[src/rtl/core/elevator_order_scheduler_assert.svh]
// Assertion macros shared by the elevator order scheduler RTL.
// Depends on nothing; included by the files that carry assertions.
`ifndef ELEVATOR_ORDER_SCHEDULER_ASSERT_SVH
`define ELEVATOR_ORDER_SCHEDULER_ASSERT_SVH

// The consequent must hold in the same cycle as the antecedent.
`define EOS_ASSERT_SAME(label, clk, rst_n, ante, cons) \
	label: assert property (@(posedge clk) disable iff (!rst_n) (ante) |-> (cons)) \
		else $error("eos: same-cycle check failed");

// The consequent must hold in the cycle after the antecedent.
`define EOS_ASSERT_NEXT(label, clk, rst_n, ante, cons) \
	label: assert property (@(posedge clk) disable iff (!rst_n) (ante) |=> (cons)) \
		else $error("eos: next-cycle check failed");

`endif

[src/rtl/core/eos_pkg.sv]
// Package of the elevator order scheduler: request and button codes,
// field widths and the command struct from controller to datapath.
// Depends on nothing.
package eos_pkg;

	localparam int REQ_W   = 3;
	localparam int KIND_W  = 2;
	localparam int FLOOR_W = 2;
	localparam int LAMP_W  = 12;

	// Request codes.
	localparam logic [REQ_W-1:0] REQ_NEW_ORDER = 3'd0;
	localparam logic [REQ_W-1:0] REQ_SENSOR    = 3'd1;
	localparam logic [REQ_W-1:0] REQ_SERVE     = 3'd2;
	localparam logic [REQ_W-1:0] REQ_DEPART    = 3'd3;
	localparam logic [REQ_W-1:0] REQ_EMERGENCY = 3'd4;

	// Button kinds.
	localparam logic [KIND_W-1:0] KIND_UP   = 2'd0;
	localparam logic [KIND_W-1:0] KIND_DOWN = 2'd1;
	localparam logic [KIND_W-1:0] KIND_CAB  = 2'd2;

	// Commands from the controller to the datapath.
	typedef struct packed {
		logic capture;
		logic apply;
		logic load;
	} eos_cmd_t;

endpackage

[src/rtl/core/eos_req_if.sv]
// Request channel of the elevator order scheduler: valid/ready and one event word.
// Depends on eos_pkg.
interface eos_req_if;
	logic                          valid;
	logic                          ready;
	logic [eos_pkg::REQ_W-1:0]     req_type;
	logic [eos_pkg::KIND_W-1:0]    button_kind;
	logic [eos_pkg::FLOOR_W-1:0]   floor_number;
	logic                          after_emergency;

	modport source (
		output valid, req_type, button_kind, floor_number, after_emergency,
		input  ready
	);
	modport sink (
		input  valid, req_type, button_kind, floor_number, after_emergency,
		output ready
	);
endinterface

[src/rtl/core/eos_res_if.sv]
// Result channel of the elevator order scheduler: valid/ready and one status word.
// Depends on eos_pkg.
interface eos_res_if;
	logic                          valid;
	logic                          ready;
	logic                          travel_up;
	logic [eos_pkg::FLOOR_W-1:0]   present_floor;
	logic                          floor_known;
	logic                          stop_here;
	logic                          order_here;
	logic                          any_order;
	logic [eos_pkg::LAMP_W-1:0]    order_lamps;
	logic                          order_elsewhere;
	logic                          from_cab;

	modport source (
		output valid, travel_up, present_floor, floor_known, stop_here, order_here,
		       any_order, order_lamps, order_elsewhere, from_cab,
		input  ready
	);
	modport sink (
		input  valid, travel_up, present_floor, floor_known, stop_here, order_here,
		       any_order, order_lamps, order_elsewhere, from_cab,
		output ready
	);
endinterface

[src/rtl/core/eos_ctrl.sv]
// Controller of the elevator order scheduler: capture, apply and report sequence.
// Depends on eos_pkg and elevator_order_scheduler_assert.svh.
`include "elevator_order_scheduler_assert.svh"

module eos_ctrl (
	input  logic              clk,
	input  logic              arst_n,
	input  logic              in_valid,
	output logic              in_ready,
	output logic              out_valid,
	input  logic              out_ready,
	output eos_pkg::eos_cmd_t cmd
);

	localparam logic [1:0] ST_IDLE   = 2'd0;
	localparam logic [1:0] ST_EXEC   = 2'd1;
	localparam logic [1:0] ST_REPORT = 2'd2;

	logic [1:0] state_q;
	logic [1:0] state_d;
	logic       out_valid_q;

	// A new word is taken only when no other word is in flight.
	assign in_ready    = (state_q == ST_IDLE);
	assign cmd.capture = in_valid && in_ready;
	assign cmd.apply   = (state_q == ST_EXEC);
	assign cmd.load    = (state_q == ST_REPORT) && (!out_valid_q || out_ready);
	assign out_valid   = out_valid_q;

	// Next-state logic.
	always_comb begin
		state_d = state_q;
		unique case (state_q)
			ST_IDLE: begin
				if (cmd.capture) begin
					state_d = ST_EXEC;
				end
			end
			ST_EXEC: begin
				state_d = ST_REPORT;
			end
			ST_REPORT: begin
				if (cmd.load) begin
					state_d = ST_IDLE;
				end
			end
			default: begin
				state_d = ST_IDLE;
			end
		endcase
	end

	// State register and the output valid flag.
	always_ff @(posedge clk or negedge arst_n) begin
		if (!arst_n) begin
			state_q     <= ST_IDLE;
			out_valid_q <= 1'b0;
		end else begin
			state_q <= state_d;
			if (cmd.load) begin
				out_valid_q <= 1'b1;
			end else if (out_ready) begin
				out_valid_q <= 1'b0;
			end
		end
	end

	`EOS_ASSERT_NEXT(a_accept_to_exec, clk, arst_n, cmd.capture, state_q == ST_EXEC)
	`EOS_ASSERT_NEXT(a_exec_to_report, clk, arst_n, state_q == ST_EXEC, state_q == ST_REPORT)
	`EOS_ASSERT_NEXT(a_load_sets_valid, clk, arst_n, cmd.load, out_valid_q && (state_q == ST_IDLE))

endmodule

[src/rtl/core/eos_datapath.sv]
// Datapath of the elevator order scheduler: event word register, order table,
// floor and direction state, and the registered result word.
// Depends on eos_pkg.
module eos_datapath #(
	parameter int FLOORS = 4
) (
	input  logic                        clk,
	input  logic                        arst_n,
	input  eos_pkg::eos_cmd_t           cmd,
	input  logic [eos_pkg::REQ_W-1:0]   req_type,
	input  logic [eos_pkg::KIND_W-1:0]  button_kind,
	input  logic [eos_pkg::FLOOR_W-1:0] floor_number,
	input  logic                        after_emergency,
	output logic                        travel_up,
	output logic [eos_pkg::FLOOR_W-1:0] present_floor,
	output logic                        floor_known,
	output logic                        stop_here,
	output logic                        order_here,
	output logic                        any_order,
	output logic [eos_pkg::LAMP_W-1:0]  order_lamps,
	output logic                        order_elsewhere,
	output logic                        from_cab
);

	localparam int TABLE_W = 3 * FLOORS;

	// Captured event word.
	logic [eos_pkg::REQ_W-1:0]   req_q;
	logic [eos_pkg::KIND_W-1:0]  kind_q;
	logic [eos_pkg::FLOOR_W-1:0] floor_in_q;
	logic                        after_em_q;

	// Order table, one vector per button kind, and car state.
	logic [FLOORS-1:0]           up_q, dn_q, cab_q;
	logic [FLOORS-1:0]           up_d, dn_d, cab_d;
	logic                        heading_q, heading_d;
	logic                        last_up_q, last_up_d;
	logic [eos_pkg::FLOOR_W-1:0] floor_reg_q, floor_reg_d;
	logic                        floor_valid_q, floor_valid_d;

	// Floor decodes and masks.
	logic [FLOORS-1:0] here_sel;
	logic [FLOORS-1:0] new_sel;
	logic [FLOORS-1:0] above_mask;
	logic [FLOORS-1:0] has_cur;
	logic [FLOORS-1:0] has_serve_up;
	logic [FLOORS-1:0] has_serve_dn;
	logic              above_cur, below_cur;
	logic              above_after_serve, below_after_serve;
	logic [TABLE_W-1:0]          table_bits;
	logic [eos_pkg::LAMP_W-1:0]  lamps;

	// Registered result word.
	logic                        travel_up_q;
	logic [eos_pkg::FLOOR_W-1:0] present_floor_q;
	logic                        floor_known_q;
	logic                        stop_here_q;
	logic                        order_here_q;
	logic                        any_order_q;
	logic [eos_pkg::LAMP_W-1:0]  order_lamps_q;
	logic                        order_elsewhere_q;
	logic                        from_cab_q;

	// Per-floor decode: the present floor, the ordered floor, and which floors
	// count as above the split set by the direction latched at the last floor.
	always_comb begin
		for (int f = 0; f < FLOORS; f++) begin
			here_sel[f]   = (int'(floor_reg_q) == f);
			new_sel[f]    = (int'(floor_in_q) == f);
			above_mask[f] = last_up_q ? (f > int'(floor_reg_q)) : (f >= int'(floor_reg_q));
		end
	end

	// Pending-order summaries on the current table and on the table as it
	// stands partway through servicing a floor.
	assign has_cur           = up_q | dn_q | cab_q;
	assign has_serve_up      = (up_q & ~here_sel) | dn_q | (cab_q & ~here_sel);
	assign has_serve_dn      = up_q | (dn_q & ~here_sel) | (cab_q & ~here_sel);
	assign above_cur         = |(has_cur & above_mask);
	assign below_cur         = |(has_cur & ~above_mask);
	assign above_after_serve = |(has_serve_up & above_mask);
	assign below_after_serve = |(has_serve_dn & ~above_mask);

	// Next state for the captured event.
	always_comb begin
		up_d          = up_q;
		dn_d          = dn_q;
		cab_d         = cab_q;
		heading_d     = heading_q;
		last_up_d     = last_up_q;
		floor_reg_d   = floor_reg_q;
		floor_valid_d = floor_valid_q;
		case (req_q)
			eos_pkg::REQ_NEW_ORDER: begin
				if (int'(floor_in_q) < FLOORS) begin
					case (kind_q)
						eos_pkg::KIND_UP:   up_d  = up_q | new_sel;
						eos_pkg::KIND_DOWN: dn_d  = dn_q | new_sel;
						eos_pkg::KIND_CAB:  cab_d = cab_q | new_sel;
						default: ;
					endcase
				end
			end
			eos_pkg::REQ_SENSOR: begin
				if (int'(floor_in_q) < FLOORS) begin
					floor_reg_d   = floor_in_q;
					floor_valid_d = 1'b1;
					last_up_d     = heading_q;
				end
			end
			eos_pkg::REQ_SERVE: begin
				if (floor_valid_q) begin
					cab_d = cab_q & ~here_sel;
					if (floor_reg_q == '0) begin
						up_d = up_q & ~here_sel;
					end else if (int'(floor_reg_q) == FLOORS - 1) begin
						dn_d = dn_q & ~here_sel;
					end else if (heading_q) begin
						up_d = up_q & ~here_sel;
						if (!above_after_serve) begin
							dn_d = dn_q & ~here_sel;
						end
					end else begin
						dn_d = dn_q & ~here_sel;
						if (!below_after_serve) begin
							up_d = up_q & ~here_sel;
						end
					end
				end
			end
			eos_pkg::REQ_DEPART: begin
				if (floor_valid_q) begin
					// Prefer the latched direction; keep heading when nothing waits.
					if (last_up_q) begin
						if (above_cur) begin
							heading_d = 1'b1;
						end else if (below_cur) begin
							heading_d = 1'b0;
						end
					end else begin
						if (below_cur) begin
							heading_d = 1'b0;
						end else if (above_cur) begin
							heading_d = 1'b1;
						end
					end
					if (!after_em_q) begin
						last_up_d = heading_d;
					end
				end
			end
			eos_pkg::REQ_EMERGENCY: begin
				up_d  = '0;
				dn_d  = '0;
				cab_d = '0;
			end
			default: ;
		endcase
	end

	// Event word register.
	always_ff @(posedge clk) begin
		if (cmd.capture) begin
			req_q      <= req_type;
			kind_q     <= button_kind;
			floor_in_q <= floor_number;
			after_em_q <= after_emergency;
		end
	end

	// Table and car state.
	always_ff @(posedge clk or negedge arst_n) begin
		if (!arst_n) begin
			up_q          <= '0;
			dn_q          <= '0;
			cab_q         <= '0;
			heading_q     <= 1'b1;
			last_up_q     <= 1'b1;
			floor_reg_q   <= '0;
			floor_valid_q <= 1'b0;
		end else if (cmd.apply) begin
			up_q          <= up_d;
			dn_q          <= dn_d;
			cab_q         <= cab_d;
			heading_q     <= heading_d;
			last_up_q     <= last_up_d;
			floor_reg_q   <= floor_reg_d;
			floor_valid_q <= floor_valid_d;
		end
	end

	// Lamp word: table bit kind*FLOORS+floor, cut or padded to the lamp width.
	assign table_bits = {cab_q, dn_q, up_q};
	generate
		if (TABLE_W >= eos_pkg::LAMP_W) begin : g_lamps_cut
			assign lamps = table_bits[eos_pkg::LAMP_W-1:0];
		end else begin : g_lamps_pad
			assign lamps = {{(eos_pkg::LAMP_W - TABLE_W){1'b0}}, table_bits};
		end
	endgenerate

	// Result word, built from the state after the event.
	always_ff @(posedge clk) begin
		if (cmd.load) begin
			travel_up_q     <= heading_q;
			present_floor_q <= floor_reg_q;
			floor_known_q   <= floor_valid_q;
			order_here_q    <= floor_valid_q && |(has_cur & here_sel);
			any_order_q     <= |has_cur;
			order_lamps_q   <= lamps;
			stop_here_q     <= floor_valid_q && (|(cab_q & here_sel) ||
				(heading_q ? (|(up_q & here_sel) || !above_cur)
				           : (|(dn_q & here_sel) || !below_cur)));
			order_elsewhere_q <= (req_q == eos_pkg::REQ_NEW_ORDER) &&
				(!floor_valid_q || (floor_in_q != floor_reg_q));
			from_cab_q <= (req_q == eos_pkg::REQ_NEW_ORDER) && (kind_q == eos_pkg::KIND_CAB);
		end
	end

	assign travel_up       = travel_up_q;
	assign present_floor   = present_floor_q;
	assign floor_known     = floor_known_q;
	assign stop_here       = stop_here_q;
	assign order_here      = order_here_q;
	assign any_order       = any_order_q;
	assign order_lamps     = order_lamps_q;
	assign order_elsewhere = order_elsewhere_q;
	assign from_cab        = from_cab_q;

endmodule

[src/rtl/core/elevator_order_scheduler.sv]
// Elevator order scheduler: one result word for each event word.
// The event word is registered on acceptance and applied in the execute state; the
// result word is registered in the report step, which waits while an earlier result
// is not yet taken. A new event is taken only when the controller is idle again.
// Reset (arst_n low): order table empty, heading up, floor unknown, no result pending.
// Depends on eos_pkg, eos_req_if, eos_res_if, eos_ctrl and eos_datapath.
module elevator_order_scheduler #(
	parameter int FLOORS = 4
) (
	input  logic     clk,
	input  logic     arst_n,
	eos_req_if.sink   request,
	eos_res_if.source result
);

	eos_pkg::eos_cmd_t cmd;

	// Sequencing of capture, update and report.
	eos_ctrl u_ctrl (
		.clk       (clk),
		.arst_n    (arst_n),
		.in_valid  (request.valid),
		.in_ready  (request.ready),
		.out_valid (result.valid),
		.out_ready (result.ready),
		.cmd       (cmd)
	);

	// Order table, car state and result register.
	eos_datapath #(
		.FLOORS (FLOORS)
	) u_datapath (
		.clk             (clk),
		.arst_n          (arst_n),
		.cmd             (cmd),
		.req_type        (request.req_type),
		.button_kind     (request.button_kind),
		.floor_number    (request.floor_number),
		.after_emergency (request.after_emergency),
		.travel_up       (result.travel_up),
		.present_floor   (result.present_floor),
		.floor_known     (result.floor_known),
		.stop_here       (result.stop_here),
		.order_here      (result.order_here),
		.any_order       (result.any_order),
		.order_lamps     (result.order_lamps),
		.order_elsewhere (result.order_elsewhere),
		.from_cab        (result.from_cab)
	);

endmodule
[src/flat_wrapper.sv]
// flat-port wrapper written by rule: the top's interface ports become plain ports
module elevator_order_scheduler_flat 
#(
	parameter int FLOORS = 4
)
  (clk, arst_n, request_valid, request_req_type, request_button_kind, request_floor_number, request_after_emergency, request_ready, result_valid, result_travel_up, result_present_floor, result_floor_known, result_stop_here, result_order_here, result_any_order, result_order_lamps, result_order_elsewhere, result_from_cab, result_ready);
  eos_req_if request_i ();
  eos_res_if result_i ();
  input  logic clk;
  input  logic arst_n;
  input wire logic [$bits(request_i.valid)-1:0] request_valid;
  input wire logic [$bits(request_i.req_type)-1:0] request_req_type;
  input wire logic [$bits(request_i.button_kind)-1:0] request_button_kind;
  input wire logic [$bits(request_i.floor_number)-1:0] request_floor_number;
  input wire logic [$bits(request_i.after_emergency)-1:0] request_after_emergency;
  output wire logic [$bits(request_i.ready)-1:0] request_ready;
  output wire logic [$bits(result_i.valid)-1:0] result_valid;
  output wire logic [$bits(result_i.travel_up)-1:0] result_travel_up;
  output wire logic [$bits(result_i.present_floor)-1:0] result_present_floor;
  output wire logic [$bits(result_i.floor_known)-1:0] result_floor_known;
  output wire logic [$bits(result_i.stop_here)-1:0] result_stop_here;
  output wire logic [$bits(result_i.order_here)-1:0] result_order_here;
  output wire logic [$bits(result_i.any_order)-1:0] result_any_order;
  output wire logic [$bits(result_i.order_lamps)-1:0] result_order_lamps;
  output wire logic [$bits(result_i.order_elsewhere)-1:0] result_order_elsewhere;
  output wire logic [$bits(result_i.from_cab)-1:0] result_from_cab;
  input wire logic [$bits(result_i.ready)-1:0] result_ready;
  assign request_i.valid = request_valid;
  assign request_i.req_type = request_req_type;
  assign request_i.button_kind = request_button_kind;
  assign request_i.floor_number = request_floor_number;
  assign request_i.after_emergency = request_after_emergency;
  assign request_ready = request_i.ready;
  assign result_valid = result_i.valid;
  assign result_travel_up = result_i.travel_up;
  assign result_present_floor = result_i.present_floor;
  assign result_floor_known = result_i.floor_known;
  assign result_stop_here = result_i.stop_here;
  assign result_order_here = result_i.order_here;
  assign result_any_order = result_i.any_order;
  assign result_order_lamps = result_i.order_lamps;
  assign result_order_elsewhere = result_i.order_elsewhere;
  assign result_from_cab = result_i.from_cab;
  assign result_i.ready = result_ready;
  elevator_order_scheduler #(.FLOORS(FLOORS)) u_core (.clk(clk), .arst_n(arst_n), .request(request_i), .result(result_i));
endmodule
[config.mk]
export PLATFORM = sky130hd
export DESIGN_NAME = elevator_order_scheduler_flat
export DESIGN_NICKNAME = d
export VERILOG_FILES = /design/src/rtl/core/eos_pkg.sv /design/src/rtl/core/eos_req_if.sv /design/src/rtl/core/eos_res_if.sv /design/src/rtl/core/eos_ctrl.sv /design/src/rtl/core/eos_datapath.sv /design/src/rtl/core/elevator_order_scheduler.sv /design/src/flat_wrapper.sv
export VERILOG_INCLUDE_DIRS = /design/src /design/src/rtl/core
export SDC_FILE = /design/constraint.sdc
export NUM_CORES = 1
export LEC_CHECK = 0
export BUFFER_PORTS_ARGS = -buffer_cell sky130_fd_sc_hd__buf_2
export CORE_UTILIZATION = 50
export CTS_CLUSTER_DIAMETER = 50
export DETAILED_ROUTE_END_ITERATION = 10
export HOLD_SLACK_MARGIN = 0.08
export PLACE_DENSITY_LB_ADDON = 0.2
export SLEW_MARGIN = 20
export SYNTH_ARGS = -nofsm -noshare
export SYNTH_HDL_FRONTEND = slang
export SYNTH_HIERARCHICAL = 1
export SYNTH_SLANG_ARGS = --single-unit
[constraint.sdc]
create_clock -name clk -period 3.2 [get_ports clk]
set_input_delay 0.64 -clock clk [delete_from_list [all_inputs] [get_ports clk]]
set_output_delay 0.64 -clock clk [all_outputs]
set_load 0.02 [all_outputs]
# == After elaboration in Yosys (flattened, before gate mapping) ==
# Index checks and enable logic that the tools add are counted.
# op_classes
n_reduce_logical,40
n_bitwise,22
n_lt_le_gt_ge,6
muxes,35
eq_ne,27
# ops
operator,n
$mux W4,14
$and A4 B4 Y4,11
$or A4 B4 Y4,9
$pmux W4 S3,3
$reduce_or A4 Y1,9
$mux W1,14
$eq A2 B2 Y1 const B,6
$reduce_and A6 Y1,2
$logic_not A2 Y1,5
$ne A2 B1 Y1 const B,5
$eq A2 B1 Y1 const B,4
$ne A2 B2 Y1 const B,4
$ne A4 B4 Y1 const B,2
$not A4 Y4,2
$reduce_and A4 Y1,2
$eq A3 B2 Y1 const B,2
$logic_and A1 B1 Y1,6
$pmux W2 S3,1
$logic_or A1 B1 Y1,5
$ge A1 B2 Y1 const A,2
$gt A2 B2 Y1 const A,2
$logic_not A1 Y1,4
$mux W2,2
$reduce_and A2 Y1,2
other kinds (11),12
# word_totals
wordCells,152
input_bits,12
register_bits,49
output_inout_bits,23

# == Logic depth before layout (Yosys ltp) ==
# Gate-level depths: netlist of the first run.
# logic_depth
ltp_word,13
ltp_mapped,7
depth_no_buf,6

# == Cells and area by module ==
# The synthesis of the first run kept the hierarchy.
# modules_own_cells
mod,n_inst,seq_area_each_um2,area_each_um2,cells_each
eos_datapath,1,1298.7,2190.9,192
eos_ctrl,1,75.1,140.1,13

# == Worst setup path after synthesis of the first run ==
# No wires, ideal clock.
# synth_path
path_type,input port to flip-flop
start,input result_ready
end,"register u_core.u_datapath.any_order_q, in the netlist u_core/u_datapath/any_order, enable pin"
t_arrival_ns,1.753
stages,2
setup_slack_ns,1.046
t_required_ns,2.799
cell_sequence,nand2b_1 nor2b_1
# synth_rtl
item,line_no,source
"start, declared",flat_wrapper.sv:27,input wire logic [$bits(result_i.ready)-1:0] result_ready;
"end signal, assigned",eos_datapath.sv:209,any_order_q <= |has_cur;
"end, declared",eos_datapath.sv:59,logic any_order_q;

# == Worst setup path in the final report of the first run ==
# layout_path
start,register u_core/u_datapath/floor_reg_q[0] (netlist name)
end,"register u_core.u_datapath.stop_here_q, in the netlist u_core/u_datapath/stop_here (data pin)"
# layout_via
elab_chain_len,10
word_cells_on_any_way,32
classes_between,order compare (6); eq/ne (3); mux (5); bitwise (6); reduce/logical (12)
# layout_rtl
item,line_no,source
"start, declared",eos_datapath.sv:38,"logic [eos_pkg::FLOOR_W-1:0] floor_reg_q, floor_reg_d;"
"start signal, assigned",eos_datapath.sv:187,floor_reg_q <= floor_reg_d;
"$ge A1 B2 Y1, or another cell as far along",eos_datapath.sv:70,above_mask[f] = last_up_q ? (f > int'(floor_reg_q)) : (f >= int'(floor_reg_q));
$mux W1,eos_datapath.sv:70,
$not A4 Y4,eos_datapath.sv:80,assign below_cur = |(has_cur & ~above_mask);
$and A4 B4 Y4,eos_datapath.sv:80,
$reduce_or A4 Y1,eos_datapath.sv:80,
$logic_not A1 Y1,eos_datapath.sv:213,: (|(dn_q & here_sel) || !below_cur)));
$logic_or A1 B1 Y1,eos_datapath.sv:213,
$mux W1,eos_datapath.sv:212,(heading_q ? (|(up_q & here_sel) || !above_cur)
$logic_or A1 B1 Y1 *,eos_datapath.sv:211,stop_here_q <= floor_valid_q && (|(cab_q & here_sel) ||
$logic_and A1 B1 Y1 *,eos_datapath.sv:211,
"end signal, assigned",eos_datapath.sv:211,
"end, declared",eos_datapath.sv:57,logic stop_here_q;
# Every way passes the cells marked *; elsewhere a longest branch is shown, timed or not.
# A chain may end at the register's enable or synchronous reset.

==> results of run 1 <==
==> power by group through the flow <==
stage | Sequential [uW] | Combinational (uW) | Clock, uW
2_1_floorplan | 1010 | 429 | 0
3_3_place_gp | 1070 | 521 | 0
3_5_place_dp | 1070 | 526 | 0
4_1_cts | 1050 | 527 | 529
5_1_grt | 1080 | 583 | 552
6_report | 1060 | 524 | 518
==> critical path, delay by kind of cell, from the launching register on <==
family,cells,cell delay (ns)
DFF,1,0.71
muxes,1,0.59
and+or+nand+nor,2,0.67
==> area by class of cell <==
cell class / count / area (sq um) / area share, %
inverters: 4 / 15.0 / 0.565
multi-input cells: 142 / 890 / 33.5
repair buffers: 35 / 178 / 6.68
well taps: 52 / 65.1 / 2.45
clock inverters: 3 / 68.8 / 2.59
clock buffers: 5 / 68.8 / 2.59
flip-flops and latches: 49 / 1370 / 51.7
==> sequential cells by signal (all words and copies together) (netlist names), 2 cells and up <==
signal                           flops
u_core/u_datapath/floor_in_q         2
u_core/u_datapath/cab_q              4
u_core/u_datapath/req_q              3
u_core/u_datapath/dn_q               4
u_core/u_datapath/present_floor      2
u_core/u_datapath/order_lamps       12
u_core/u_ctrl/state_q                2
u_core/u_datapath/floor_reg_q        2
u_core/u_datapath/kind_q             2
u_core/u_datapath/up_q               4
==> cell usage in the layout, fill, tap and decap left out, types with 2 or more instances in the layout <==
cell type,count
a211o_1,2
a21oi_1,19
a311oi_1,2
a31oi_1,6
a41oi_1,3
and2_1,3
and3_1,2
buf_2,34
bufinv_16,2
clkbuf_8,5
dfrtp_1,18
dfstp_2,2
edfxtp_1,29
inv_1,4
mux4_2,3
nand2_1,15
nand2b_1,7
nand3_1,3
nor2_1,16
nor2b_1,8
nor2b_2,2
nor3_1,6
nor3b_1,3
o21a_1,2
o21ai_0,17
o22ai_1,3
or3_1,3
xnor2_1,2
==> routing by layer <==
metal  wire, um  up-vias  share of wire, %
met3        279        6               6.0
met5          0        -                 0
li1           -      833                 -
met2       2270       67                49
met1       2040      837                44
met4         63        0               1.4
==> cell families (layout without fill, tap and decap cells) <==
| group | Yosys count | in the layout | synth area share [%] |
|---|---|---|---|
| DFF | 49 | 49 | 58.9 |
| AOI/OAI and AO/OA | 62 | 62 | 16.6 |
| and+or+nand+nor | 74 | 74 | 16.7 |
| muxes | 4 | 4 | 4.03 |
| xor gates and xnor gates | 2 | 2 | 0.752 |
| buffers and inverters | 14 | 47 | 3.01 |
==> final timing paths <==
| kind | start | slack (ns) | end | cells past startpoint |
|---|---|---|---|---|
| min reg2reg | u_core/u_ctrl/out_valid | 0.51 | u_core/u_ctrl/out_valid | 2 |
| max reg2reg | u_core/u_datapath/floor_reg_q[0] | 1.00 | u_core/u_datapath/stop_here | 3 |
| max | u_core/u_datapath/floor_reg_q[0] | 1.00 | u_core/u_datapath/stop_here | 3 |
| min in group clk | request_floor_number[0] | 0.51 | u_core/u_datapath/floor_in_q[0] | 1 |
| max in group asynchronous | arst_n | 2.58 | u_core/u_datapath/heading_q | 1 |
| min | arst_n | 0.28 | u_core/u_datapath/floor_reg_q[1] | 1 |
==> per-stage QoR <==
step	power, uW	utilization [%]	std cells	hold slack [ns]	setup WS (ns)
after floorplan	1440	-	205	0.344	1.05
after global placement	1590	57.1	282	0.498	1.05
after detailed placement	1590	57.1	282	0.500	1.02
after CTS	2110	60.2	290	0.289	1.01
after global routing	2220	60.2	290	0.298	0.915
final	2100	60.2	290	0.280	1.00
==> impl_metrics.py, run 1 <==
metrics = {
    "placed_design": {
        "gp_congestion": 0.930,
        "io_buffer_count": 34,
        "dp_hpwl_um": 3350,
        "place_area_sq_mm": 0.00252,
    },
    "clock_tree": {
        "cts_buffers": 5,
        "post-cts-setup-buffer-count": 0,
        "cts_buffer_depth": 2,
        "holdBufCountCts": 0,
        "cts-root-buf": "clkbuf_8",
        "cts_tree": "done",
        "clk-insertion-delay-late_ns": 0.30,
        "clkTransAtPathRegs_ns": 0.09,
        "htree_levels": 2,
        "cts_resized": 0,
        "clock_sinks": 49,
    },
    "die": {
        "dieArea_sq_mm": 0.00494,
        "design.core.area_sq_mm": 0.00441,
        "die_y_um": 70.3,
        "fp-row-count": 24,
        "io_pins": 35,
        "start_util_pct": 52.8,
        "die_x_um": 70.3,
    },
    "yosys": {
        "synth_nets": 217,
        "ys_ff_latch": 49,
        "synth_cells": 205,
        "ys.flop_type": "edfxtp_1",
        "synth_edf_count": 29,
        "synth_top_cell_by_area": "edfxtp_1",
        "synth_warnings": 6,
        "synth_cell_types": 45,
        "synth.most_common_cell": "edfxtp_1",
        "syn-cell-area_sq_mm": 0.00233,
        "ys_top_cells_by_area": "edfxtp_1 (37%), dfrtp_1 (19%), a21oi_1 (4.1%)",
        "syn_avg_cell_area_sq_um": 11.4,
        "yosysSeqAreaShare_pct": 58.9,
        "synth_top_area_share_pct": 37.4,
        "synth_commonest_cells": "edfxtp_1 (29), a21oi_1 (19), dfrtp_1 (18), o21ai_0 (17), nor2_1 (16)",
        "synthArstFlopShare_pct": 40.8,
    },
    "timing": {
        "worst_pin_slew_ns": 0.595,
        "fmax_mhz": 456,
        "tns_ns": 0,
        "setup_viol": 0,
        "fin_crit_ns": 2.20,
        "slew_viol_final": 0,
        "rsz0062_at_grt": "false",
        "fin_worst_skew_ns": 0.00361,
        "hold_viol_final": 0,
        "period_share_pct": 68.6,
        "max_slew_margin_pct": 60.3,
    },
    "global_routing": {
        "grt_max_degree": 22,
        "grt_pass1_vias": 1586,
        "grt_pass1_wl_um": 7740,
        "antenna_found_initial": 0,
        "grt_usage_pct": 20.4,
        "busiest_layer": "met2",
        "grtUsageMet3_pct": 5.05,
        "met1_usage_pct": 28.0,
        "grt_overflow": 0,
        "use_met2_pct": 31.3,
    },
    "setup_path": {
        "critPathKind": "register to register",
        "endpoint_kind": "register",
        "startpoint_type": "register",
        "required_ns": 3.27,
        "crit_path_max_incr_delay_ns": 0.71,
        "arrival_ns": 2.26,
        "crit_slowest_cell": "dfrtp_1",
        "cp_cell_sequence": "mux4_2 -> or4_1 -> and3_1",
        "cp_max_fo": 18,
    },
    "power": {
        "seqPwrFrac_pct": 50.4,
        "combPwrFrac_pct": 24.9,
        "clkPwrFrac_pct": 24.7,
        "switching_power_uw": 704,
        "p_leak_uw": 0.000981,
        "netSwitchingFraction_pct": 33.5,
        "intPower_uw": 1390,
        "p_per_area_mw_per_mm2": 790,
        "ir_worst_vdd_uv": 422,
    },
    "min_path": {
        "hold_path.class": "input port to async pin",
    },
    "run_status": {
        "status": "completed",
    },
    "drt": {
        "viasPerCell": 6.01,
        "route.detailed.drc": 0,
        "drt-initial-drc-count": 149,
        "wl_per_cell_um": 16.0,
        "dr_total_vias": 1743,
        "ant_nets": 0,
        "wirelength_um": 4650,
        "dr.pass1.iters": 4,
    },
    "flow_run": {
        "cap_violations": 0,
    },
    "layout": {
        "drive_gt1_share_pct": 22.7,
        "final_nets": 249,
        "fillers": 358,
        "stdcell_area_sq_mm": 0.00266,
        "antenna_cells": 0,
        "area_growth_pct": 14.1,
    },
}
No activity file was read; power rests on OpenSTA's default activity.
==> run 2: changes to the inputs <==
==> constraint.sdc (replaced) <==
create_clock -name clk -period 2.1 [get_ports clk]
set_input_delay 0.42 -clock clk [delete_from_list [all_inputs] [get_ports clk]]
set_output_delay 0.42 -clock clk [all_outputs]
set_load 0.02 [all_outputs]
==> impl_metrics.py, run 2 (synthesis results as in run 1) <==
metrics = {
    "die": {
        "die_x_um": 70.3,
        "dieArea_sq_mm": 0.00494,
        "design.core.area_sq_mm": 0.00441,
        "io_pins": 35,
        "die_y_um": 70.3,
        "start_util_pct": 52.8,
        "fp-row-count": 24,
    },
    "clock_tree": {
        "cts_tree": "done",
        "clkTransAtPathRegs_ns": 0.09,
        "post-cts-setup-buffer-count": 0,
        "htree_levels": 2,
        "clk-insertion-delay-late_ns": 0.31,
        "cts_buffer_depth": 2,
        "clock_sinks": 49,
        "cts-root-buf": "clkbuf_8",
        "cts_buffers": 5,
    },
    "timing": {
        "fin_crit_ns": 1.88,
        "worst_pin_slew_ns": 0.584,
        "rsz0062_at_grt": "false",
        "slew_viol_final": 0,
        "tns_ns": 0,
        "hold_viol_final": 0,
        "max_slew_margin_pct": 61.0,
        "period_share_pct": 89.7,
        "fmax_mhz": 531,
        "fin_worst_skew_ns": 0.0105,
        "setup_viol": 0,
    },
    "placed_design": {
        "io_buffer_count": 34,
        "gp_congestion": 0.929,
        "dp_cells": 286,
        "dp_hpwl_um": 3710,
        "place_area_sq_mm": 0.00255,
    },
    "global_routing": {
        "grt_overflow": 0,
        "grt_max_degree": 22,
        "grt_pass1_vias": 1727,
        "grt_pass1_wl_um": 8250,
        "grt_usage_pct": 22.1,
        "antenna_found_initial": 0,
    },
    "flow_run": {
        "cap_violations": 0,
    },
    "setup_path": {
        "critPathKind": "register to register",
        "endpoint_kind": "register",
        "reg2reg_slack_ns": 0.22,
        "cp_max_fo": 17,
        "required_ns": 2.17,
        "worst-r2r-cell-count": 5,
        "startpoint_type": "register",
        "arrival_ns": 1.96,
    },
    "layout": {
        "final_nets": 254,
        "antenna_cells": 0,
        "largest_reg_flops": 12,
        "layout.cells.non_filler": 295,
        "drive_gt1_share_pct": 24.3,
        "stdcell_area_sq_mm": 0.00265,
        "fin_util_pct": 60.1,
        "final_cell_mix": "buf_2 (34), edfxtp_1 (29), a21oi_1 (19), dfrtp_1 (17), o21ai_0 (17)",
        "area_growth_pct": 13.8,
        "final_common_cell": "buf_2",
    },
    "drt": {
        "drt-initial-drc-count": 252,
        "viasPerCell": 6.04,
        "wirelength_um": 4990,
        "wl_per_cell_um": 16.9,
        "route.detailed.drc": 0,
        "dr.pass1.iters": 4,
        "ant_nets": 0,
        "dr_total_vias": 1783,
    },
    "run_status": {
        "status": "completed",
    },
    "min_path": {
        "hold_depth": 1,
        "hold_path.class": "input port to register",
    },
    "power": {
        "p_leak_uw": 0.000980,
        "p_per_area_mw_per_mm2": 1140,
        "ir_worst_vdd_uv": 589,
    },
}
==> run 2: metrics by stage <==
stage / worst slack, ns / total power [uW] / hold WS, ns
after global placement: 0.168 / 2470 / 0.403
after detailed placement: 0.139 / 2490 / 0.405
after global routing: 0.0693 / 3210 / 0.268
after floorplan: 0.137 / 2200 / 0.124
after CTS: 0.133 / 3040 / 0.275
final: 0.215 / 3030 / 0.282
==> run 2: final timing paths <==
| check | start | endpoint |
|---|---|---|
| max | u_core/u_datapath/floor_reg_q[0] | u_core/u_datapath/stop_here |
| min | request_floor_number[0] | u_core/u_datapath/floor_in_q[0] |
| max reg2reg | u_core/u_datapath/floor_reg_q[0] | u_core/u_datapath/stop_here |
| min reg2reg | u_core/u_ctrl/out_valid | u_core/u_ctrl/out_valid |
| max in group asynchronous | arst_n | u_core/u_datapath/heading_q |
| min in group asynchronous | arst_n | u_core/u_datapath/floor_valid_q |
==> run 2: critical path: stages (launching register included) <==
cell and delay, ns:
dfrtp_1 0.38, buf_4 0.23, and2_1 0.27, a311oi_1 0.14
or4_1 0.47, and3_1 0.17
==> run 2: per-layer routing <==
metal / routed length (um) / global-route usage (%) / vias to the layer above
li1: - / - / 841
met5: 0 / 0 / -
met4: 56 / 6.89 / 0
met3: 281 / 4.62 / 5
met1: 2090 / 29.2 / 878
met2: 2560 / 36.4 / 59
==> run 2: final cells by class <==
class / count / area (sq um)
Fill cell: 375 / 1760
Tap cell: 52 / 65.1
Sequential cell: 49 / 1380
Clock inverter: 3 / 21.3
Multi-Input combinational cell: 142 / 890
Timing Repair Buffer: 40 / 218
Inverter: 4 / 15.0
Clock buffer: 5 / 68.8
==> run 2: what timing repair did <==
action                                 4_1_cts  5_1_grt
hold buffers                                 1        0
endpoints found under the hold margin       18        0
setup endpoints to repair                    0        1
gates resized for setup                      0        1
==> run 2: where the power goes <==
part           total, uW  leakage [uW]  switching, uW  internal [uW]
logic                894      0.000446            523            371
registers           1570      0.000490            268           1310
clock network        561     0.0000445            324            237
==> run 3: changes to the inputs <==
--- a/config.mk
+++ b/config.mk
@@ -8,6 +8,7 @@
 export LEC_CHECK = 0
 export BUFFER_PORTS_ARGS = -buffer_cell sky130_fd_sc_hd__buf_2
 export CORE_UTILIZATION = 50
+export CTS_BUF_LIST = sky130_fd_sc_hd__clkbuf_4 sky130_fd_sc_hd__clkbuf_8
 export CTS_CLUSTER_DIAMETER = 50
 export DETAILED_ROUTE_END_ITERATION = 10
 export HOLD_SLACK_MARGIN = 0.08
==> constraint.sdc (replaced) <==
create_clock -name clk -period 1.95 [get_ports clk]
set_input_delay 0.39 -clock clk [delete_from_list [all_inputs] [get_ports clk]]
set_output_delay 0.39 -clock clk [all_outputs]
set_load 0.02 [all_outputs]
==> impl_metrics.py, run 3 (synthesis results as in run 1) <==
metrics = {
    "layout": {
        "antenna_cells": 0,
        "area_growth_pct": 19.1,
        "largest_reg_flops": 12,
        "drive_gt1_share_pct": 27.0,
        "final_nets": 263,
        "fillers": 353,
        "final_common_cell": "buf_2",
        "final_cell_mix": "buf_2 (34), edfxtp_1 (29), a21oi_1 (19), dfrtp_1 (17)",
    },
    "timing": {
        "rsz0062_at_grt": "true",
        "slew_viol_final": 0,
        "hold_viol_final": 0,
        "period_share_pct": 95.2,
        "tns_ns": 0,
        "fin_worst_skew_ns": 0.00251,
        "worst_pin_slew_ns": 0.766,
        "max_slew_margin_pct": 48.8,
        "setup_viol": 0,
        "fmax_mhz": 539,
        "fin_crit_ns": 1.86,
    },
    "drt": {
        "drt-initial-drc-count": 229,
        "route.detailed.drc": 0,
        "ant_nets": 0,
        "viasPerCell": 5.95,
        "wirelength_um": 5000,
        "dr.pass1.iters": 5,
        "wl_per_cell_um": 16.4,
        "dr_total_vias": 1810,
    },
    "placed_design": {
        "io_buffer_count": 34,
        "dp_hpwl_um": 3600,
        "gp_congestion": 0.917,
    },
    "clock_tree": {
        "htree_levels": 2,
        "clkTransAtPathRegs_ns": 0.09,
        "clock_sinks": 49,
        "cts_buffer_depth": 2,
        "cts_buffers": 5,
        "cts_tree": "done",
        "clk-insertion-delay-late_ns": 0.30,
        "cts-root-buf": "clkbuf_8",
    },
    "die": {
        "fp-row-count": 24,
        "io_pins": 35,
        "start_util_pct": 52.8,
        "die_x_um": 70.3,
        "design.core.area_sq_mm": 0.00441,
        "dieArea_sq_mm": 0.00494,
        "die_y_um": 70.3,
    },
    "setup_path": {
        "path_delay_family": "compound AO/OA/AOI/OAI gates",
        "required_ns": 2.14,
        "critPathKind": "register to register",
        "endpoint_kind": "register",
        "startpoint_type": "register",
        "cpMostUsedCell": "buf_4",
        "crit_path_max_incr_delay_ns": 0.49,
        "arrival_ns": 2.04,
        "cp_max_fo": 10,
        "crit_slowest_cell": "dfrtp_2",
        "crit_buf_inv": 2,
        "cp_cell_sequence": "buf_4 -> and2_1 -> buf_4 -> a211o_1 -> o41ai_1 -> nand2_1",
    },
    "global_routing": {
        "grt_pass1_wl_um": 8100,
        "grt_pass1_vias": 1685,
        "grt_usage_pct": 21.4,
        "grt_overflow": 0,
        "grt_max_degree": 22,
        "antenna_found_initial": 0,
    },
    "run_status": {
        "status": "completed",
    },
    "flow_run": {
        "cap_violations": 0,
    },
    "power": {
        "p_per_area_mw_per_mm2": 1290,
        "p_leak_uw": 0.00105,
        "ir_worst_vdd_uv": 673,
        "total_power_uw": 3580,
    },
    "min_path": {
        "hold_path.class": "input port to register",
    },
}
[run 3: changes by cell type in the layout (fill, tap and decap cells not counted)]
cell,before,now
bufinv_16,0,2
clkinv_2,1,0
buf_4,5,14
a211oi_2,1,0
a211oi_4,0,1
clkinvlp_4,1,0
o21ai_0,17,16
o21ai_1,0,1
[run 3: final timing paths]
kind,endpoint,depth (start not counted),startpoint,slack [ns]
min in group asynchronous,u_core/u_ctrl/out_valid,2,arst_n,0.57
max reg2reg,u_core/u_datapath/dn_q[2],6,u_core/u_datapath/floor_reg_q[1],0.09
max,u_core/u_datapath/dn_q[2],6,u_core/u_datapath/floor_reg_q[1],0.09
min,u_core/u_datapath/floor_in_q[1],1,request_floor_number[1],0.26
min reg2reg,u_core/u_ctrl/out_valid,2,u_core/u_ctrl/out_valid,0.52
max in group asynchronous,u_core/u_datapath/floor_reg_q[1],2,arst_n,1.02
[run 3: what timing repair did]
| item | 4_1_cts | 5_1_grt |
|---|---|---|
| buffers inserted | 0 | 2 |
| hold endpoints to repair | 18 | 0 |
| gates resized for setup | 0 | 3 |
| endpoints found under the setup margin | 0 | 5 |
| hold buffers | 1 | 0 |
[run 3: power breakdown]
part	internal, uW	switching, uW	total (uW)
Sequential	1410	258	1660
Clock	516	346	862
Combinational	451	607	1060
[run 3: per-stage QoR]
stage	utilization [%]	area, sq um	instances	hold slack [ns]	worst slack, ns
final	62.9	2780	304	0.256	0.0945
after global routing	62.9	2780	304	0.245	-0.0143
after CTS	62.3	2750	302	0.249	0.0722
after detailed placement	59.0	2600	293	0.369	0.0926
after global placement	59.0	2600	293	0.376	0.0995
after floorplan	-	2330	205	0.0944	0.104
[run 3: layout make-up]
cell class / count / area (sq um) / share of cell area (%)
flip-flops and latches: 49 / 1380 / 49.5
multi-input cells: 142 / 897 / 32.3
repair buffers: 49 / 285 / 10.3
clock buffers: 5 / 68.8 / 2.48
clock inverters: 3 / 68.8 / 2.48
well taps: 52 / 65.1 / 2.34
inverters: 4 / 15.0 / 0.541
[run 3: metal layers]
| metal | track usage, % | part of all wire, % | up-vias |
|---|---|---|---|
| met5 | 0 | 0 | - |
| met4 | 9.33 | 2.3 | 0 |
| met3 | 3.03 | 7.8 | 11 |
| met2 | 34.4 | 47 | 93 |
| met1 | 28.9 | 43 | 844 |
| li1 | - | - | 862 |
